$ cat src/rtl/pva_pkg.sv
// shared constants, codes and control types of the priority voice allocator
`timescale 1ns / 1ps

package pva_pkg;

    // pool and sound table sizes
    localparam int VOICES      = 4;
    localparam int SOUND_SLOTS = 256;

    // derived widths
    localparam int VOICE_W = (VOICES > 1) ? $clog2(VOICES) : 1;
    localparam int PLAY_W  = VOICE_W + 1;
    localparam int STEPS   = (VOICES > 3) ? VOICES : 3;
    localparam int STEP_W  = $clog2(STEPS);

    // configuration port
    localparam int CFG_IDX_W  = 1;
    localparam int CFG_DATA_W = 9;

    typedef enum logic [CFG_IDX_W-1:0] {
        REG_SOUND_COUNT   = 1'b0,
        REG_MASTER_VOLUME = 1'b1
    } reg_idx_t;

    // priorities
    localparam logic signed [31:0] PRIO_RESET = -32'sd9999999;
    localparam logic signed [31:0] PRIO_LOOP  = 32'sd65535;
    localparam logic signed [31:0] PRIO_MAX   = 32'sh7fff_ffff;

    // level scaling: floor(x / 10000) = ((x >> 4) * RECIP_625) >> RECIP_SHIFT
    localparam logic [18:0] RECIP_625   = 19'd429497;
    localparam int          RECIP_SHIFT = 28;

    // request codes
    typedef enum logic [3:0] {
        OP_PLAY       = 4'd0,
        OP_LOOP       = 4'd1,
        OP_STOP_SOUND = 4'd2,
        OP_STOP_VOICE = 4'd3,
        OP_MOVE_SOUND = 4'd4,
        OP_MOVE_VOICE = 4'd5,
        OP_PAUSE      = 4'd6,
        OP_RESUME     = 4'd7,
        OP_STOP_ALL   = 4'd8,
        OP_FINISHED   = 4'd9,
        OP_QUERY_SND  = 4'd10,
        OP_QUERY_VOICE = 4'd11
    } op_t;

    // result command codes
    typedef enum logic [2:0] {
        CMD_NONE    = 3'd0,
        CMD_START   = 3'd1,
        CMD_RESTART = 3'd2,
        CMD_SILENCE = 3'd3,
        CMD_SET_VOL = 3'd4,
        CMD_NOTIFY  = 3'd5
    } cmd_code_t;

    // controller to datapath
    typedef struct packed {
        logic              capture;
        logic              prod;
        logic              scale;
        logic              quot;
        logic              fire;
        logic [STEP_W-1:0] step;
    } pva_cmd_t;

    // datapath to controller
    typedef struct packed {
        logic emit;
        logic last;
    } pva_stat_t;

endpackage

$ cat src/rtl/pva_dpath.sv
// datapath of the voice allocator: voice tables, level arithmetic, result register
`timescale 1ns / 1ps

module pva_dpath import pva_pkg::*; (
    input  logic                        aclk,
    input  logic                        aresetn,
    input  logic                        cfg_we,
    input  logic [CFG_IDX_W-1:0]        cfg_index,
    input  logic [CFG_DATA_W-1:0]       cfg_data,
    input  logic [3:0]                  s_operation,
    input  logic signed [15:0]          s_sound_index,
    input  logic signed [15:0]          s_voice,
    input  logic signed [7:0]           s_balance,
    input  logic [7:0]                  s_loudness,
    input  logic signed [31:0]          s_request_priority,
    input  pva_cmd_t                    cmd,
    output pva_stat_t                   stat,
    output logic [2:0]                  m_command,
    output logic [VOICE_W-1:0]          m_target_voice,
    output logic [7:0]                  m_sound_out,
    output logic [7:0]                  m_left_level,
    output logic [7:0]                  m_right_level,
    output logic signed [PLAY_W-1:0]    m_play_result,
    output logic                        m_is_playing,
    output logic                        m_last
);

    localparam logic [16:0] SLOT_LIMIT  = 17'(SOUND_SLOTS);
    localparam logic [14:0] VOICE_LIMIT = 15'(VOICES);

    // configuration registers
    logic [8:0] sound_count_reg;
    logic [6:0] master_volume_reg;

    // voice tables
    logic signed [15:0] sound_tab_reg [VOICES];
    logic signed [31:0] prio_tab_reg  [VOICES];
    logic               loop_tab_reg  [VOICES];
    logic signed [15:0] saved_sound_reg [VOICES];
    logic signed [31:0] saved_prio_reg  [VOICES];
    logic               saved_loop_reg  [VOICES];

    // captured request
    op_t                op_reg;
    logic signed [15:0] snd_reg;
    logic [VOICE_W-1:0] vc_reg;
    logic               vc_ok_reg;
    logic               snd_ok_reg;
    logic [6:0]         bal_reg;
    logic [7:0]         loud_reg;
    logic signed [31:0] pri_reg;

    // decision and level pipeline
    logic [VOICE_W-1:0] low_reg;
    logic               take_reg;
    logic [VOICES-1:0]  mask_reg;
    logic [14:0]        prod_l_reg, prod_r_reg;
    logic [21:0]        sc_l_reg, sc_r_reg;
    logic [7:0]         lvl_l_reg, lvl_r_reg;

    // combinational helpers
    logic [6:0]         bal_clamp;
    logic signed [31:0] pri_next;
    logic               snd_ok_next;
    logic               vc_ok_next;
    logic [VOICE_W-1:0] low_next;
    logic [VOICES-1:0]  mask_next;
    logic [6:0]         factor;
    logic [36:0]        quo_l_full, quo_r_full;
    logic [8:0]         quo_l, quo_r;

    // result candidate for the current step
    cmd_code_t                res_cmd;
    logic [VOICE_W-1:0]       res_tv;
    logic [7:0]               res_snd;
    logic [7:0]               res_left, res_right;
    logic signed [PLAY_W-1:0] res_pr;
    logic                     res_play;
    logic                     res_emit, res_last;
    logic [VOICE_W-1:0]       vidx;
    logic                     later_hit;
    logic                     last_voice;

    // configuration writes
    always_ff @(posedge aclk) begin
        if (!aresetn) begin
            sound_count_reg   <= 9'd0;
            master_volume_reg <= 7'd100;
        end else if (cfg_we) begin
            unique case (reg_idx_t'(cfg_index))
                REG_SOUND_COUNT:   sound_count_reg   <= cfg_data[8:0];
                REG_MASTER_VOLUME: master_volume_reg <= cfg_data[6:0];
                default: ;
            endcase
        end
    end

    // request decode ahead of capture
    always_comb begin
        if (s_balance[7]) begin
            bal_clamp = 7'd0;
        end else if (s_balance > 8'sd100) begin
            bal_clamp = 7'd100;
        end else begin
            bal_clamp = s_balance[6:0];
        end
        if (s_operation == OP_LOOP) begin
            pri_next = PRIO_LOOP;
        end else if (s_request_priority == PRIO_MAX) begin
            pri_next = s_request_priority;
        end else begin
            pri_next = s_request_priority + 32'sd1;
        end
        snd_ok_next = !s_sound_index[15]
                      && ({1'b0, s_sound_index[14:0]} < {7'd0, sound_count_reg})
                      && ({2'b0, s_sound_index[14:0]} < SLOT_LIMIT);
        vc_ok_next  = !s_voice[15] && (s_voice[14:0] < VOICE_LIMIT);
    end

    // capture on input transfer
    always_ff @(posedge aclk) begin
        if (cmd.capture) begin
            op_reg     <= op_t'(s_operation);
            snd_reg    <= s_sound_index;
            vc_reg     <= s_voice[VOICE_W-1:0];
            vc_ok_reg  <= vc_ok_next;
            snd_ok_reg <= snd_ok_next;
            bal_reg    <= bal_clamp;
            loud_reg   <= s_loudness;
            pri_reg    <= pri_next;
        end
    end

    // lowest priority voice, first on a tie, and sound match per voice
    always_comb begin
        low_next = '0;
        for (int n = 1; n < VOICES; n++) begin
            if (prio_tab_reg[n] < prio_tab_reg[low_next]) begin
                low_next = VOICE_W'(n);
            end
        end
        for (int n = 0; n < VOICES; n++) begin
            mask_next[n] = (sound_tab_reg[n] == snd_reg);
        end
    end

    // level pipeline: loudness times balance, times scale, then divide
    assign factor     = (op_reg == OP_PLAY || op_reg == OP_LOOP) ? master_volume_reg : 7'd100;
    assign quo_l_full = 37'(sc_l_reg[21:4]) * 37'(RECIP_625);
    assign quo_r_full = 37'(sc_r_reg[21:4]) * 37'(RECIP_625);
    assign quo_l      = quo_l_full[RECIP_SHIFT+8:RECIP_SHIFT];
    assign quo_r      = quo_r_full[RECIP_SHIFT+8:RECIP_SHIFT];

    always_ff @(posedge aclk) begin
        if (cmd.prod) begin
            prod_r_reg <= {7'd0, loud_reg} * {8'd0, bal_reg};
            prod_l_reg <= {7'd0, loud_reg} * {8'd0, 7'd100 - bal_reg};
            low_reg    <= low_next;
            take_reg   <= snd_ok_reg
                          && (op_reg == OP_LOOP || pri_reg > prio_tab_reg[low_next]);
            mask_reg   <= mask_next;
        end
        if (cmd.scale) begin
            sc_l_reg <= 22'(prod_l_reg) * 22'(factor);
            sc_r_reg <= 22'(prod_r_reg) * 22'(factor);
        end
        if (cmd.quot) begin
            lvl_l_reg <= quo_l[8] ? 8'hff : quo_l[7:0];
            lvl_r_reg <= quo_r[8] ? 8'hff : quo_r[7:0];
        end
    end

    // result of the current step
    assign vidx       = cmd.step[VOICE_W-1:0];
    assign last_voice = (cmd.step == STEP_W'(VOICES - 1));

    always_comb begin
        later_hit = 1'b0;
        for (int n = 0; n < VOICES; n++) begin
            if (VOICE_W'(n) > vidx && mask_reg[n]) begin
                later_hit = 1'b1;
            end
        end
    end

    always_comb begin
        res_cmd   = CMD_NONE;
        res_tv    = '0;
        res_snd   = 8'd0;
        res_left  = 8'd0;
        res_right = 8'd0;
        res_pr    = '1;
        res_play  = 1'b0;
        res_emit  = 1'b1;
        res_last  = 1'b1;
        unique case (op_reg)
            OP_PLAY, OP_LOOP: begin
                if (take_reg) begin
                    res_tv   = low_reg;
                    res_last = (cmd.step == STEP_W'(2));
                    if (op_reg == OP_PLAY) begin
                        res_pr = {1'b0, low_reg};
                    end
                    if (cmd.step == STEP_W'(0)) begin
                        res_cmd = CMD_SILENCE;
                    end else if (cmd.step == STEP_W'(1)) begin
                        res_cmd   = CMD_START;
                        res_snd   = snd_reg[7:0];
                        res_left  = lvl_l_reg;
                        res_right = lvl_r_reg;
                    end else begin
                        res_cmd = CMD_NOTIFY;
                    end
                end
            end
            OP_STOP_SOUND, OP_MOVE_SOUND: begin
                if (mask_reg != '0) begin
                    res_tv   = vidx;
                    res_emit = mask_reg[vidx];
                    res_last = !later_hit;
                    if (op_reg == OP_STOP_SOUND) begin
                        res_cmd = CMD_SILENCE;
                    end else begin
                        res_cmd   = CMD_SET_VOL;
                        res_left  = lvl_l_reg;
                        res_right = lvl_r_reg;
                    end
                end
            end
            OP_STOP_VOICE: begin
                if (vc_ok_reg) begin
                    res_cmd = CMD_SILENCE;
                    res_tv  = vc_reg;
                end
            end
            OP_MOVE_VOICE: begin
                if (vc_ok_reg) begin
                    res_cmd   = CMD_SET_VOL;
                    res_tv    = vc_reg;
                    res_left  = lvl_l_reg;
                    res_right = lvl_r_reg;
                end
            end
            OP_PAUSE, OP_STOP_ALL: begin
                res_cmd  = CMD_SILENCE;
                res_tv   = vidx;
                res_last = last_voice;
            end
            OP_RESUME: begin
                res_cmd  = CMD_NOTIFY;
                res_tv   = vidx;
                res_last = last_voice;
            end
            OP_FINISHED: begin
                if (vc_ok_reg && loop_tab_reg[vc_reg]) begin
                    res_cmd = CMD_RESTART;
                    res_tv  = vc_reg;
                    res_snd = sound_tab_reg[vc_reg][7:0];
                end
            end
            OP_QUERY_SND: begin
                res_play = (mask_reg != '0);
            end
            OP_QUERY_VOICE: begin
                res_play = vc_ok_reg && (sound_tab_reg[vc_reg] != -16'sd1);
            end
            default: ;
        endcase
    end

    assign stat.emit = res_emit;
    assign stat.last = res_last;

    // voice table updates on each result
    always_ff @(posedge aclk) begin
        if (!aresetn) begin
            for (int n = 0; n < VOICES; n++) begin
                sound_tab_reg[n]   <= -16'sd1;
                prio_tab_reg[n]    <= PRIO_RESET;
                loop_tab_reg[n]    <= 1'b0;
                saved_sound_reg[n] <= -16'sd1;
                saved_prio_reg[n]  <= PRIO_RESET;
                saved_loop_reg[n]  <= 1'b0;
            end
        end else if (cmd.fire) begin
            case (op_reg)
                OP_PLAY, OP_LOOP: begin
                    if (take_reg && cmd.step == STEP_W'(0)) begin
                        sound_tab_reg[low_reg] <= snd_reg;
                        prio_tab_reg[low_reg]  <= pri_reg;
                        loop_tab_reg[low_reg]  <= (op_reg == OP_LOOP);
                    end
                end
                OP_STOP_SOUND: begin
                    if (mask_reg[vidx]) begin
                        sound_tab_reg[vidx] <= -16'sd1;
                        prio_tab_reg[vidx]  <= 32'sd0;
                        loop_tab_reg[vidx]  <= 1'b0;
                    end
                end
                OP_STOP_VOICE: begin
                    if (vc_ok_reg) begin
                        sound_tab_reg[vc_reg] <= -16'sd1;
                        prio_tab_reg[vc_reg]  <= 32'sd0;
                        loop_tab_reg[vc_reg]  <= 1'b0;
                    end
                end
                OP_PAUSE, OP_STOP_ALL: begin
                    if (op_reg == OP_PAUSE && cmd.step == STEP_W'(0)) begin
                        for (int n = 0; n < VOICES; n++) begin
                            saved_sound_reg[n] <= sound_tab_reg[n];
                            saved_prio_reg[n]  <= prio_tab_reg[n];
                            saved_loop_reg[n]  <= loop_tab_reg[n];
                        end
                    end
                    sound_tab_reg[vidx] <= -16'sd1;
                    prio_tab_reg[vidx]  <= 32'sd0;
                    loop_tab_reg[vidx]  <= 1'b0;
                end
                OP_RESUME: begin
                    if (cmd.step == STEP_W'(0)) begin
                        for (int n = 0; n < VOICES; n++) begin
                            sound_tab_reg[n] <= saved_sound_reg[n];
                            prio_tab_reg[n]  <= saved_prio_reg[n];
                            loop_tab_reg[n]  <= saved_loop_reg[n];
                        end
                    end
                end
                OP_FINISHED: begin
                    if (vc_ok_reg && !loop_tab_reg[vc_reg]) begin
                        sound_tab_reg[vc_reg] <= -16'sd1;
                        prio_tab_reg[vc_reg]  <= 32'sd0;
                    end
                end
                default: ;
            endcase
        end
    end

    // result register
    always_ff @(posedge aclk) begin
        if (cmd.fire) begin
            m_command      <= res_cmd;
            m_target_voice <= res_tv;
            m_sound_out    <= res_snd;
            m_left_level   <= res_left;
            m_right_level  <= res_right;
            m_play_result  <= res_pr;
            m_is_playing   <= res_play;
            m_last         <= res_last;
        end
    end

endmodule

$ cat src/rtl/pva_ctrl.sv
// controller of the voice allocator: sequencing and handshakes
`timescale 1ns / 1ps

module pva_ctrl import pva_pkg::*; (
    input  logic      aclk,
    input  logic      aresetn,
    input  logic      s_valid,
    output logic      s_ready,
    output logic      m_valid,
    input  logic      m_ready,
    input  pva_stat_t stat,
    output pva_cmd_t  cmd
);

    typedef enum logic [2:0] {
        ST_IDLE,
        ST_PROD,
        ST_SCALE,
        ST_QUOT,
        ST_STEP,
        ST_WAIT
    } state_t;

    state_t            state_reg;
    logic [STEP_W-1:0] step_reg;
    logic              last_reg;

    // handshakes follow the state
    assign s_ready = (state_reg == ST_IDLE);
    assign m_valid = (state_reg == ST_WAIT);

    // datapath commands
    assign cmd.capture = (state_reg == ST_IDLE) && s_valid;
    assign cmd.prod    = (state_reg == ST_PROD);
    assign cmd.scale   = (state_reg == ST_SCALE);
    assign cmd.quot    = (state_reg == ST_QUOT);
    assign cmd.fire    = (state_reg == ST_STEP) && stat.emit;
    assign cmd.step    = step_reg;

    // sequencer
    always_ff @(posedge aclk) begin
        if (!aresetn) begin
            state_reg <= ST_IDLE;
            step_reg  <= '0;
            last_reg  <= 1'b0;
        end else begin
            unique case (state_reg)
                ST_IDLE: begin
                    if (s_valid) begin
                        state_reg <= ST_PROD;
                        step_reg  <= '0;
                    end
                end
                ST_PROD:  state_reg <= ST_SCALE;
                ST_SCALE: state_reg <= ST_QUOT;
                ST_QUOT:  state_reg <= ST_STEP;
                ST_STEP: begin
                    if (stat.emit) begin
                        last_reg  <= stat.last;
                        state_reg <= ST_WAIT;
                    end else begin
                        step_reg <= step_reg + 1'b1;
                    end
                end
                ST_WAIT: begin
                    if (m_ready) begin
                        if (last_reg) begin
                            state_reg <= ST_IDLE;
                        end else begin
                            step_reg  <= step_reg + 1'b1;
                            state_reg <= ST_STEP;
                        end
                    end
                end
                default: state_reg <= ST_IDLE;
            endcase
        end
    end

    // checks
    a_no_overlap: assert property (@(posedge aclk) disable iff (!aresetn)
        !(s_ready && m_valid))
        else $error("input taken while a result is pending");

    a_fire_shows: assert property (@(posedge aclk) disable iff (!aresetn)
        cmd.fire |=> m_valid)
        else $error("loaded result not presented");

    a_last_frees: assert property (@(posedge aclk) disable iff (!aresetn)
        m_valid && m_ready && last_reg |=> s_ready)
        else $error("not ready after final result transfer");

    a_step_range: assert property (@(posedge aclk) disable iff (!aresetn)
        state_reg == ST_STEP |-> {1'b0, step_reg} < (STEP_W + 1)'(STEPS))
        else $error("step counter out of range");

endmodule

$ cat src/rtl/priority_voice_allocator_unit.sv
// Priority voice allocator: one request at a time, one to STEPS results per request.
// The first result passes through the product, scale and divide registers before the
// result load; each further result waits for the previous one to be taken, and voices
// with nothing to report are skipped. A new request is taken only after the final result.
// Reset (aresetn, synchronous, active low): idle, voice tables at their reset values,
// sound count 0, master volume 100.
`timescale 1ns / 1ps

module priority_voice_allocator_unit import pva_pkg::*; (
    input  logic                        aclk,
    input  logic                        aresetn,
    input  logic                        cfg_we,
    input  logic [CFG_IDX_W-1:0]        cfg_index,
    input  logic [CFG_DATA_W-1:0]       cfg_data,
    input  logic                        s_valid,
    output logic                        s_ready,
    input  logic [3:0]                  s_operation,
    input  logic signed [15:0]          s_sound_index,
    input  logic signed [15:0]          s_voice,
    input  logic signed [7:0]           s_balance,
    input  logic [7:0]                  s_loudness,
    input  logic signed [31:0]          s_request_priority,
    output logic                        m_valid,
    input  logic                        m_ready,
    output logic [2:0]                  m_command,
    output logic [VOICE_W-1:0]          m_target_voice,
    output logic [7:0]                  m_sound_out,
    output logic [7:0]                  m_left_level,
    output logic [7:0]                  m_right_level,
    output logic signed [PLAY_W-1:0]    m_play_result,
    output logic                        m_is_playing,
    output logic                        m_last
);

    pva_cmd_t  cmd;
    pva_stat_t stat;

    // sequencing and handshakes
    pva_ctrl u_ctrl (
        .aclk    (aclk),
        .aresetn (aresetn),
        .s_valid (s_valid),
        .s_ready (s_ready),
        .m_valid (m_valid),
        .m_ready (m_ready),
        .stat    (stat),
        .cmd     (cmd)
    );

    // tables, arithmetic and result register
    pva_dpath u_dpath (
        .aclk               (aclk),
        .aresetn            (aresetn),
        .cfg_we             (cfg_we),
        .cfg_index          (cfg_index),
        .cfg_data           (cfg_data),
        .s_operation        (s_operation),
        .s_sound_index      (s_sound_index),
        .s_voice            (s_voice),
        .s_balance          (s_balance),
        .s_loudness         (s_loudness),
        .s_request_priority (s_request_priority),
        .cmd                (cmd),
        .stat               (stat),
        .m_command          (m_command),
        .m_target_voice     (m_target_voice),
        .m_sound_out        (m_sound_out),
        .m_left_level       (m_left_level),
        .m_right_level      (m_right_level),
        .m_play_result      (m_play_result),
        .m_is_playing       (m_is_playing),
        .m_last             (m_last)
    );

endmodule
$ cat config.mk
export PLATFORM = sky130hd
export DESIGN_NAME = priority_voice_allocator_unit
export DESIGN_NICKNAME = d
export VERILOG_FILES = /design/src/rtl/pva_pkg.sv /design/src/rtl/pva_dpath.sv /design/src/rtl/pva_ctrl.sv /design/src/rtl/priority_voice_allocator_unit.sv
export SDC_FILE = /design/constraint.sdc
export NUM_CORES = 2
export LEC_CHECK = 0
export BUFFER_PORTS_ARGS = -buffer_cell sky130_fd_sc_hd__buf_4
export CORE_UTILIZATION = 45
export DETAILED_ROUTE_END_ITERATION = 10
export REMOVE_ABC_BUFFERS = 1
export SYNTH_ARGS = -nofsm -noshare
export SYNTH_HDL_FRONTEND = slang
export SYNTH_SLANG_ARGS = --single-unit
$ cat constraint.sdc
create_clock -name aclk -period 12.4 [get_ports aclk]
set_clock_uncertainty 0.2 [all_clocks]
set_input_delay 3.1 -clock aclk [delete_from_list [all_inputs] [get_ports aclk]]
set_output_delay 3.1 -clock aclk [all_outputs]
set_load 0.02 [all_outputs]
; Yosys cells after proc, flatten, opt, wreduce, memory -nomap -nowiden
; Memories as Yosys holds them, arrays and structs flattened. A register that Yosys moved wholly into a read port is not among the register bits.
; Cells that the tools add are included.
[classes]
n_bitwise = 30
addsub = 3
n_mux = 155
n_eq_ne = 31
multipliers = 6
n_reduce_logical = 48
n_lt_le_gt_ge = 13
[op_table]
columns = op, count
row1 = two-way mux 32 bit, 14
row2 = two-way mux 16 bit, 13
row3 = two-way mux 8 bit, 16
row4 = less-than comparator 32 bit, 3
row5 = OR reduction 32 bit, 3
row6 = multiplier 18 x 19 -> 37 bit (second input constant), 2
row7 = two-way mux 1 bit, 66
row8 = equality test 16 bit, 4
row9 = case mux 8 bit (3 select lines), 2
row10 = OR reduction 16 bit, 3
row11 = two-way mux 2 bit, 23
row12 = multiplier 15 x 7 -> 22 bit, 2
row13 = two-way mux 3 bit, 11
row14 = adder 32 x 2 -> 32 bit (second input constant), 1
row15 = equality test 32 bit (second input constant), 1
row16 = > comparator 32 bit, 1
row17 = multiplier 8 x 7 -> 15 bit, 2
row18 = bitwise OR 1 bit, 29
row19 = case mux 3 bit (7 select lines), 1
row20 = case mux 3 bit (6 select lines), 1
row21 = equality test 4 x 3 -> 1 bit (second input constant), 4
row22 = equality test 4 bit (second input constant), 4
row23 = inequality test 16 x 1 -> 1 bit (second input constant), 1
row24 = case mux 8 bit (2 select lines), 1
row25 = 39 further kinds, 78
[word_totals]
in_bits = 99
ff_bits = 224
output_inout_bits = 36
n_memories = 6
word_cells = 324
ram_bits = 392
[mem_list]
columns = memory, depth, word_bits, read_ports, rd_ports_with_merged_regs, wr, line_no
row1 = u_dpath.prio_tab_reg, 4, 32, 7, 0, 4, pva_dpath.sv:37  ; logic signed [31:0] prio_tab_reg [VOICES];
row2 = u_dpath.saved_prio_reg, 4, 32, 4, 0, 4, pva_dpath.sv:40  ; logic signed [31:0] saved_prio_reg [VOICES];
row3 = u_dpath.saved_sound_reg, 4, 16, 4, 0, 4, pva_dpath.sv:39  ; logic signed [15:0] saved_sound_reg [VOICES];
row4 = u_dpath.sound_tab_reg, 4, 16, 5, 1, 4, pva_dpath.sv:36  ; logic signed [15:0] sound_tab_reg [VOICES];
row5 = u_dpath.loop_tab_reg, 4, 1, 5, 1, 4, pva_dpath.sv:38  ; logic loop_tab_reg [VOICES];
row6 = u_dpath.saved_loop_reg, 4, 1, 4, 0, 4, pva_dpath.sv:41  ; logic saved_loop_reg [VOICES];

; Depth between registers and ports, before layout
; An unclocked memory read counts as a cell.
[depth]
depth_word = 13
depth_mapped = 45
depth_no_buf = 41

; Modules after synthesis
; Synthesis repeated with hierarchy kept, for this count alone.
[hier_totals]
hier_cells = 4706
area_unflattened_um2 = 50229.4
[modules_own_cells]
columns = mod, cells_per_inst, area_per_inst_um2, instances
row1 = pva_dpath, 4657, 49822.8, 1
row2 = pva_ctrl, 49, 406.6, 1

; Least setup slack after synthesis
; No wires, ideal clock.
[synth_path]
path_type = register to register
start = memory u_dpath.prio_tab_reg[1][31]
end = register u_dpath.take_reg, data pin
t_arrival_ns = 8.934
setup_slack_ns = 3.005
setup_time_ns = 0.261
stages_incl_launch_ff = 44
path_buffers = 4
cell_sequence = edfxtp_1 ha_1 clkbuf_1 nand4_1 nor3_1 o21ai_0 a21oi_1 nor3_1 o21ai_1 buf_2 mux2i_1 ha_1 nand4_1 or4_4 o311ai_4 or2_2 o41ai_1 a21oi_1 [... 8 more ...] o21a_1 o21a_1 o22a_1 o2111ai_1 nand2_2 buf_6 mux2_4 ha_1 a21o_1 a21o_1 a21o_1 a21o_1 a21o_1 a21oi_1 o221ai_1 a311oi_1 a311oi_1 a311o_1
[synth_rtl]
columns = element, line_no
row1 = "start, declared", pva_dpath.sv:37
row2 = "end signal, assigned", pva_dpath.sv:159  ; take_reg <= snd_ok_reg
row3 = "end, declared", pva_dpath.sv:55  ; logic take_reg;

==> run_results.csv <==
group,metric,value,unit
timing,setup_viol_count_final,0,
run_status,status,"completed",
synthesis,syn_area,49600,um^2
setup_path,crit_cells,39,
layout,finalNonFillerCells,6120,
grt,grt_pass1_vias,34500,
setup_path,crit_required,12590,ps
detailed_routing,drcViolationCount,0,
clock_tree,insertion_delay,650,ps
timing,worst_slew_pin_slew,1140,ps
setup_path,cp_slowest_cell,"o21ai_2",
floorplan,ios,135,
placed_design,dp_hpwl,94400,um
setup_path,crit_start,"u_dpath.prio_tab_reg[1][31]",
setup_path,crit_path_end_kind,"register",
timing,final_hold_viol_count,0,
setup_path,cp.arrival,12110,ps
clock_tree,ctsRootBufferMaster,"clkbuf_16",
grt,grt.total_usage,0.231,
synthesis,netlist_instances,4569,
placed_design,dpl.cell_count,5981,
setup_path,crit_path_max_fanout,25,
clock_tree,ctsHoldBuffers,0,
clock_tree,clkTransAtPathRegs,70,ps
timing,fmax,83.9,MHz
setup_path,rr_startpoint,"u_dpath.prio_tab_reg[1][31]",
detailed_routing,ant_nets,0,
grt,grt_pass1_wl,199000,um
clock_tree,cts_made_buffers,73,
grt,grt_max_degree,150,
setup_path,cp_common_cell,"a21oi_1",
layout,fillers,9932,
layout,area_growth,9.97,%
floorplan,die_height,334,um
synthesis,syn_avg_cell_area,10.8,um^2
detailed_routing,wl,128000,um
synthesis,ys_types,77,
layout,final_common_cell,"inv_1",
job,maxCapViolations,0,
setup_path,rrSetupSlack,480,ps
timing,slew_headroom,0.237,
detailed_routing,vias,33800,
clock_tree,htreeDepth,3,
hold_path,hold_path_class,"register to register",
setup_path,reg2reg_depth,39,
detailed_routing,first_pass_iters,6,
setup_path,regToRegEndpoint,"u_dpath.take_reg",
timing,fin_crit_sh,0.961,
clock_tree,clkSinkCount,609,
detailed_routing,drtIter0Drc,2447,
floorplan,start_util,0.455,
synthesis,synth_ff_type,"edfxtp_1",
setup_path,cp_top_family,"compound AO/OA/AOI/OAI gates",
layout,nets,5765,
setup_path,cp_slowest_stage_delay,840,ps
setup_path,cp.buffers_inverters,1,
timing,drv_slew,0,
floorplan,die_w,334,um
timing,fin_crit,11920,ps
floorplan,num_rows,121,
synthesis,synth-warning-count,0,
synthesis,ys_seq_area_frac,0.363,
detailed_routing,wire_per_inst,20.9,um
clock_tree,max-clock-path-buffers,3,
layout,layout-drive-gt1-share,0.0782,
timing,fin_ws,479,ps
grt,antenna_found_initial,4,
synthesis,synth_edf_count,579,
grt,grt-ovfl-total,0,
placed_design,place_congestion,0.930,
setup_path,crit_path_end,"u_dpath.take_reg",
placed_design,port_buffers,134,
synthesis,synth_seq_cells,609,
floorplan,core,109000,um^2
floorplan,die_area,111000,um^2
detailed_routing,viasPerCell,5.52,
placed_design,dp_slack,311,ps
layout,final_cell_mix,"672 x inv_1, 579 x edfxtp_1, 578 x ha_1, 438 x fa_1, 415 x nand2_1",
setup_path,worstSetupStartpointType,"register",
synthesis,async_flop_share,0,
clock_tree,cts_tree,"yes",
setup_path,worst-setup-path-type,"register to register",
[worst register-to-register path, delay by kind of cell (launching register included)]
| family | cells | cell delay (ps) |
|---|---|---|
| simple gates | 8 | 2850 |
| fa+ha+maj | 4 | 1360 |
| mux | 2 | 700 |
| compound gates | 24 | 5810 |
| buf+inv | 1 | 300 |
| flops | 1 | 440 |
[kinds of logic (layout without fill, tap and decap cells)]
kind of cell,after synthesis,in the layout,synth area share
flops,609,609,0.363
fa+ha+maj,1016,1016,0.323
simple gates,1251,1251,0.120
compound gates,584,586,0.0752
buf+inv,848,981,0.0650
other cells,0,2,0
xor+xnor,174,174,0.0307
mux,87,87,0.0231
[layer usage]
layer	up-vias	part of all wire	global-route usage
met5	-	0.00019	0
met4	4	0.025	0.0622
met3	190	0.069	0.0431
met2	1092	0.45	0.366
met1	16800	0.45	0.324
li1	15700	-	-
[synth_stat cells (41+ instances only)]
cell type / instances / area share
clkbuf_1: 155 / 0.012
nor3_1: 41 / 0.0041
nand3_1: 46 / 0.0046
nor2_1: 307 / 0.023
or3_1: 112 / 0.014
nand2_1: 417 / 0.032
fa_1: 438 / 0.18
and2_1: 117 / 0.015
o21ai_0: 93 / 0.0094
mux2i_1: 43 / 0.0087
ha_1: 578 / 0.15
a32o_1: 52 / 0.011
edfxtp_1: 579 / 0.35
inv_1: 673 / 0.051
and3_1: 43 / 0.0054
xnor2_1: 135 / 0.024
nand4_1: 64 / 0.0081
a21oi_1: 259 / 0.026
[cell type report]
| class | count | area [um^2] | share of cell area |
|---|---|---|---|
| Multi-Input combinational cell | 3114 | 28500 | 0.523 |
| Sequential cell | 609 | 18000 | 0.330 |
| Inverter | 673 | 2530 | 0.0464 |
| Clock buffer | 90 | 1960 | 0.0360 |
| Tap cell | 1414 | 1770 | 0.0325 |
| Timing Repair Buffer | 179 | 1370 | 0.0251 |
| Clock inverter | 39 | 358 | 0.00656 |
| Antenna cell | 2 | 5.00 | 0.0000918 |
[worst min path at each step]
stage	startpoint	endpoint	slack [ps]	cells after the start
after floorplan	u_dpath.master_volume_reg[2]	u_dpath.master_volume_reg[2]	230	2
after global placement	u_dpath.sound_count_reg[4]	u_dpath.sound_count_reg[4]	240	2
after detailed placement	u_dpath.sound_count_reg[7]	u_dpath.sound_count_reg[7]	250	2
after CTS	u_dpath.sound_count_reg[3]	u_dpath.sound_count_reg[3]	260	2
after global routing	u_dpath.sound_count_reg[4]	u_dpath.sound_count_reg[4]	270	2
final	u_dpath.sound_count_reg[3]	u_dpath.sound_count_reg[3]	250	2
[per-stage QoR]
stage,instance area (um^2),util,TNS [ps],hold slack [ps]
final,54500,0.500,0,255
after global routing,54500,0.500,-14.2,273
after CTS,54400,0.499,0,258
after floorplan,48900,-,-670,230
after detailed placement,52100,0.478,0,249
after global placement,52100,0.478,0,245
[repair_timing]
action | 4_1_cts | 5_1_grt
gates resized for setup | 0 | 1
endpoints found under the setup margin | 0 | 1
setup buffers | 0 | 6
Power is left out: the tool's default activity adds up to more than one toggle a clock period on the data nets, which glitch-free logic cannot reach.
